## config.mk

```make
export PLATFORM = sky130hd
export DESIGN_NAME = bta_ctrl
export DESIGN_NICKNAME = d
export VERILOG_FILES = /design/src/hw/rtl/bta_pkg.sv /design/src/hw/rtl/bta_ctrl.sv
export SDC_FILE = /design/constraint.sdc
export NUM_CORES = 1
export LEC_CHECK = 0
export BUFFER_PORTS_ARGS = -buffer_cell sky130_fd_sc_hd__buf_2
export CORE_AREA = 2 2 39 41
export DETAILED_ROUTE_END_ITERATION = 10
export DIE_AREA = 0 0 41 43
export PLACE_DENSITY_LB_ADDON = 0.3
export SLEW_MARGIN = 20
export SYNTH_ARGS = -nofsm -noshare
export SYNTH_HDL_FRONTEND = slang
export SYNTH_SLANG_ARGS = --single-unit
```

## constraint.sdc

```tcl
create_clock -name clk_i -period 1.6 [get_ports clk_i]
set_input_delay 0.48 -clock clk_i [delete_from_list [all_inputs] [get_ports clk_i]]
set_output_delay 0.48 -clock clk_i [all_outputs]
set_load 0.02 [all_outputs]
```

## src/hw/rtl/bta_pkg.sv

```systemverilog
// Shared constants, types and a helper function of the buddy tree allocator.
package bta_pkg;

  localparam int unsigned TREE_ORDER  = 10;
  localparam int unsigned BLOCK_SHIFT = 6;
  localparam int unsigned REQ_W       = 20;
  localparam int unsigned NODE_W      = TREE_ORDER + 1;
  localparam int unsigned NODE_COUNT  = (2 ** NODE_W) - 1;
  localparam int unsigned OFF_W       = TREE_ORDER;
  localparam int unsigned LVL_W       = $clog2(TREE_ORDER + 1);
  localparam int unsigned VAL_W       = $clog2(TREE_ORDER + 2) + 1;
  localparam int unsigned WANT_W      = $clog2(REQ_W + 1);

  typedef enum logic [1:0] {
    STS_OK        = 2'd0,
    STS_NO_FIT    = 2'd1,
    STS_ZERO      = 2'd2,
    STS_NOT_ALLOC = 2'd3
  } status_e;

  typedef struct packed {
    logic    clr_step;
    logic    latch;
    logic    fetch;
    logic    init_desc;
    logic    desc_step;
    logic    mark;
    logic    free_mark;
    logic    up_step;
    logic    load_res;
    status_e status;
  } cmd_t;

  typedef struct packed {
    logic clr_done;
    logic is_free;
    logic zero_size;
    logic no_fit;
    logic want_top;
    logic desc_last;
    logic bad_free;
    logic handle_root;
    logic at_root;
    logic up_last;
  } sts_t;

  // level of a heap node: TREE_ORDER minus its depth
  function automatic logic [LVL_W-1:0] node_level(logic [NODE_W-1:0] n);
    logic [NODE_W:0] v;
    int unsigned     d;
    v = {1'b0, n} + {{NODE_W{1'b0}}, 1'b1};
    d = 0;
    for (int unsigned i = 0; i <= NODE_W; i++) begin
      if (v[i]) begin
        d = i;
      end
    end
    return LVL_W'(TREE_ORDER - d);
  endfunction

endpackage

```

## src/hw/rtl/bta_ctrl.sv

```systemverilog
// Controller: sequences clearing, descent, marking, merge walk and response.
module bta_ctrl (
  input  logic          clk_i,
  input  logic          rst_ni,
  input  logic          req_valid_i,
  output logic          req_ready_o,
  output logic          rsp_valid_o,
  input  logic          rsp_ready_i,
  input  bta_pkg::sts_t sts_i,
  output bta_pkg::cmd_t cmd_o
);
  import bta_pkg::*;

  localparam logic [2:0] S_CLEAR = 3'd0;
  localparam logic [2:0] S_IDLE  = 3'd1;
  localparam logic [2:0] S_FETCH = 3'd2;
  localparam logic [2:0] S_CHECK = 3'd3;
  localparam logic [2:0] S_DESC  = 3'd4;
  localparam logic [2:0] S_MARK  = 3'd5;
  localparam logic [2:0] S_UP    = 3'd6;
  localparam logic [2:0] S_RESP  = 3'd7;

  logic [2:0] state_q, state_d;
  status_e    st_q, st_d;
  logic       vld_q, vld_d;

  always_comb begin
    state_d    = state_q;
    st_d       = st_q;
    vld_d      = vld_q & ~rsp_ready_i;
    cmd_o      = '0;
    cmd_o.status = st_q;
    case (state_q)
      S_CLEAR: begin
        cmd_o.clr_step = 1'b1;
        if (sts_i.clr_done) begin
          state_d = S_IDLE;
        end
      end
      S_IDLE: begin
        if (req_valid_i) begin
          cmd_o.latch = 1'b1;
          state_d     = S_FETCH;
        end
      end
      S_FETCH: begin
        cmd_o.fetch = 1'b1;
        state_d     = S_CHECK;
      end
      S_CHECK: begin
        if (sts_i.is_free) begin
          if (sts_i.bad_free) begin
            st_d    = STS_NOT_ALLOC;
            state_d = S_RESP;
          end else begin
            cmd_o.free_mark = 1'b1;
            st_d            = STS_OK;
            state_d         = sts_i.handle_root ? S_RESP : S_UP;
          end
        end else if (sts_i.zero_size) begin
          st_d    = STS_ZERO;
          state_d = S_RESP;
        end else if (sts_i.no_fit) begin
          st_d    = STS_NO_FIT;
          state_d = S_RESP;
        end else begin
          cmd_o.init_desc = 1'b1;
          state_d         = sts_i.want_top ? S_MARK : S_DESC;
        end
      end
      S_DESC: begin
        cmd_o.desc_step = 1'b1;
        if (sts_i.desc_last) begin
          state_d = S_MARK;
        end
      end
      S_MARK: begin
        cmd_o.mark = 1'b1;
        st_d       = STS_OK;
        state_d    = sts_i.at_root ? S_RESP : S_UP;
      end
      S_UP: begin
        cmd_o.up_step = 1'b1;
        if (sts_i.up_last) begin
          state_d = S_RESP;
        end
      end
      S_RESP: begin
        // wait for the output word slot to free up
        if (!vld_q || rsp_ready_i) begin
          cmd_o.load_res = 1'b1;
          vld_d          = 1'b1;
          state_d        = S_IDLE;
        end
      end
      default: begin
        state_d = S_CLEAR;
      end
    endcase
  end

  always_ff @(posedge clk_i or negedge rst_ni) begin
    if (!rst_ni) begin
      state_q <= S_CLEAR;
      st_q    <= STS_OK;
      vld_q   <= 1'b0;
    end else begin
      state_q <= state_d;
      st_q    <= st_d;
      vld_q   <= vld_d;
    end
  end

  assign req_ready_o = (state_q == S_IDLE);
  assign rsp_valid_o = vld_q;

endmodule

```

==> flow_metrics.py <==
metrics = {
    "route": {
        "drt.antenna.violating_nets": 0,
        "route.vias.total": 578,
        "avgRoutedWirePerCell_um": 12.3,
        "wl_um": 1440,
        "remaining_drc_errors": 0,
        "dr.first_iter.drc_count": 2,
        "via_per_inst": 4.94,
        "drtPass1Iterations": 4,
    },
    "cts": {
        "clockBufferDepth": 2,
        "clock-sinks": 6,
        "cts_buffers": 3,
        "ctsHtreeMaxLevel": 1,
        "cts_tree": "done",
        "hold_buffers": 0,
        "clock_latency_ns": 0.24,
        "clock-root-buffer": "clkbuf_4",
        "clk_pin_slew_ns": 0.04,
    },
    "critical_path": {
        "cp-start-kind": "flip-flop",
        "cpMaxStageDelayCell": "dfrtp_2",
        "cp_data_required_time_ns": 1.12,
        "rrSetupSlack_ns": 0.09,
        "rr_worst_depth": 5,
        "cp_cell_sequence": "buf_4 -> o21ai_4 -> nor2_2 -> buf_4",
        "reg2reg_to": "state_q[0]",
        "crit_path_max_incr_delay_ns": 0.48,
        "endpoint_kind": "output pin",
        "crit_path_frequent_cell": "buf_4",
        "arrival_ns": 1.24,
        "worstReg2RegStart": "state_q[2]",
        "crit_fanout": 6,
        "criticalPathCategory": "reg2out",
    },
    "worst_hold_path": {
        "min_path_type": "in2async",
    },
    "timing": {
        "period_share_pct": 107,
        "setup_viol": 8,
        "max_slew_margin_pct": 77.7,
        "tightest_slew_ns": 0.331,
        "layout_min_cycle_time_ns": 1.72,
        "finalHoldViolCount": 0,
        "rsz0062_at_grt": "yes",
        "fin_worst_skew_ns": 0.000233,
        "slew_violations": 0,
        "worst_slack_ns": -0.116,
        "fmax_mhz": 583,
    },
    "die": {
        "ioPinCount": 27,
        "initial_core_util_pct": 32.8,
        "die_area_mm2": 0.00176,
        "dieHeight_um": 43,
        "die_x_um": 41,
        "rows": 14,
        "core_mm2": 0.00138,
    },
    "synthesis": {
        "netlist-cell-type-count": 28,
        "syn-num-nets": 65,
        "ys_warn_count": 0,
        "synth_area_leaders": "dfrtp_1, nor3b_1, o22a_1",
        "syn-instance-count": 51,
        "synth_ff_type": "dfrtp_1",
        "synth_area_um2": 454,
        "synth_edf_count": 0,
        "synth_top_cell_by_area": "dfrtp_1",
        "syn_avg_cell_area_um2": 8.91,
        "ys_top_cells_by_count": "dfrtp_1, nand2_1, nor3b_1",
        "yosysTopAreaCellShare_pct": 33.1,
        "synthArstFlopShare_pct": 100,
        "yosysMostFrequentCell": "dfrtp_1",
        "ys_seq_area_share_pct": 33.1,
        "ys_ff_latch": 6,
    },
    "status": {
        "status": "finished with violations",
        "violations": "negative setup slack",
    },
    "grt": {
        "grt_pass1_wl_um": 2250,
        "grt-ovfl-total": 0,
        "grt_start_max_net_pins": 10,
        "antenna_found_initial": 0,
        "grt_pass1_vias": 534,
        "grt_util_all_layers_pct": 18.4,
    },
    "placement": {
        "dp_hpwl_um": 970,
        "gp_congestion": 0.723,
        "io_buffers": 26,
        "place_ws_ns": -0.0415,
        "post-place-cells": 99,
    },
    "final_layout": {
        "multiInputGateArea_um2": 364,
        "stdcell_count": 117,
        "regArea_um2": 151,
        "fill_cells": 104,
        "num_antenna_cells": 0,
        "nets": 117,
        "layout-drive-gt1-share_pct": 67.3,
        "area.growth.synth_to_final_pct": 103,
    },
    "pwr": {
        "p_leak_nw": 0.446,
        "ir_worst_vdd_mv": 1.14,
        "power_density_mw_per_mm2": 2000,
    },
    "job": {
        "maxCapViolCount": 0,
    },
}
layer usage:
layer | vias to the layer above | global-route usage (%) | wire length (um)
li1 | 296 | - | -
met2 | 13 | 31.9 | 813
met1 | 269 | 21.5 | 585
met4 | 0 | 6.00 | 0
met5 | - | 0 | 0
met3 | 0 | 3.14 | 44
power by group:
group / internal, mW / switching, mW
registers: 0.227 / 0.0773
logic: 0.747 / 0.657
clock network: 0.0845 / 0.0493
total: 1.06 / 0.783
placed cells by master, fill, tap and decap left out, drive strengths merged:
cell type,instances
mux2,2
nand2,6
inv,1
or2,1
o21ai,3
o311ai,1
o22ai,1
nor2,2
nor4,1
nor3,3
nor4b,1
a211o,2
and2,1
o21a,1
o211ai,1
buf,51
nand3,2
dfrtp,6
a2111oi,1
o22a,3
and3b,1
nor3b,4
clkbuf,3
mux2i,1
nand2b,2
final cells by class:
| cell class | instances | area share, % |
|---|---|---|
| inverter | 1 | 0.407 |
| multi-input combinational | 40 | 39.5 |
| sequential | 6 | 16.4 |
| tap | 16 | 2.17 |
| clock buffer | 3 | 2.44 |
| timing repair buffer | 51 | 39.1 |
how the worst max path moves through the flow:
stage	from	to	slack [ns]	depth (start not counted)
after floorplan	state_q[1]	cmd_o[9]	-0.14	3
after global placement	sts_i[7]	cmd_o[7]	-0.02	4
after detailed placement	sts_i[7]	cmd_o[7]	-0.04	4
after CTS	state_q[2]	cmd_o[9]	-0.1	4
after global routing	state_q[2]	cmd_o[9]	-0.17	4
final	state_q[1]	cmd_o[5]	-0.12	4
through the flow:
stage | cell area, um^2 | util, % | TNS [ns] | power (mW) | hold WS (ns)
6_report | 922 | 66.6 | -0.659 | 1.84 | 0.0537
5_1_grt | 922 | 66.6 | -1.33 | 1.99 | 0.0605
4_1_cts | 845 | 61.0 | -0.669 | 1.66 | 0.0419
3_5_place_dp | 693 | 50.1 | -0.0415 | 1.21 | 0.308
3_3_place_gp | 693 | 50.1 | -0.0232 | 1.19 | 0.304
2_1_floorplan | 490 | - | -0.350 | 0.902 | 0.184
sequential cells by signal (all words and copies together) (netlist names):
signal / count
state_q: 3
st_q: 2
rsp_valid_o: 1
cells by family (layout without fill, tap and decap cells):
logic type / count (synthesis) / after routing / synth area share [%]
AND/OR/NAND/NOR: 24 / 24 / 31.1
AO/OA/AOI/OAI: 13 / 13 / 22.9
flip-flops: 6 / 6 / 33.1
buffers and inverters: 5 / 55 / 5.78
multiplexers: 3 / 3 / 7.16
worst max-delay path, delay by kind of cell, from the launching register on:
kind            cells  cell delay (ns)
compound gates      1             0.15
buf+inv             2             0.32
flops               1             0.48
simple gates        1             0.05
timing repair:
action	4_1_cts	5_1_grt
buffers inserted	10	5
endpoints found under the hold margin	0	0
pin swaps	2	1
resized for setup	16	9
endpoints found under the setup margin	10	10
Power figures use the tool's default switching activity.
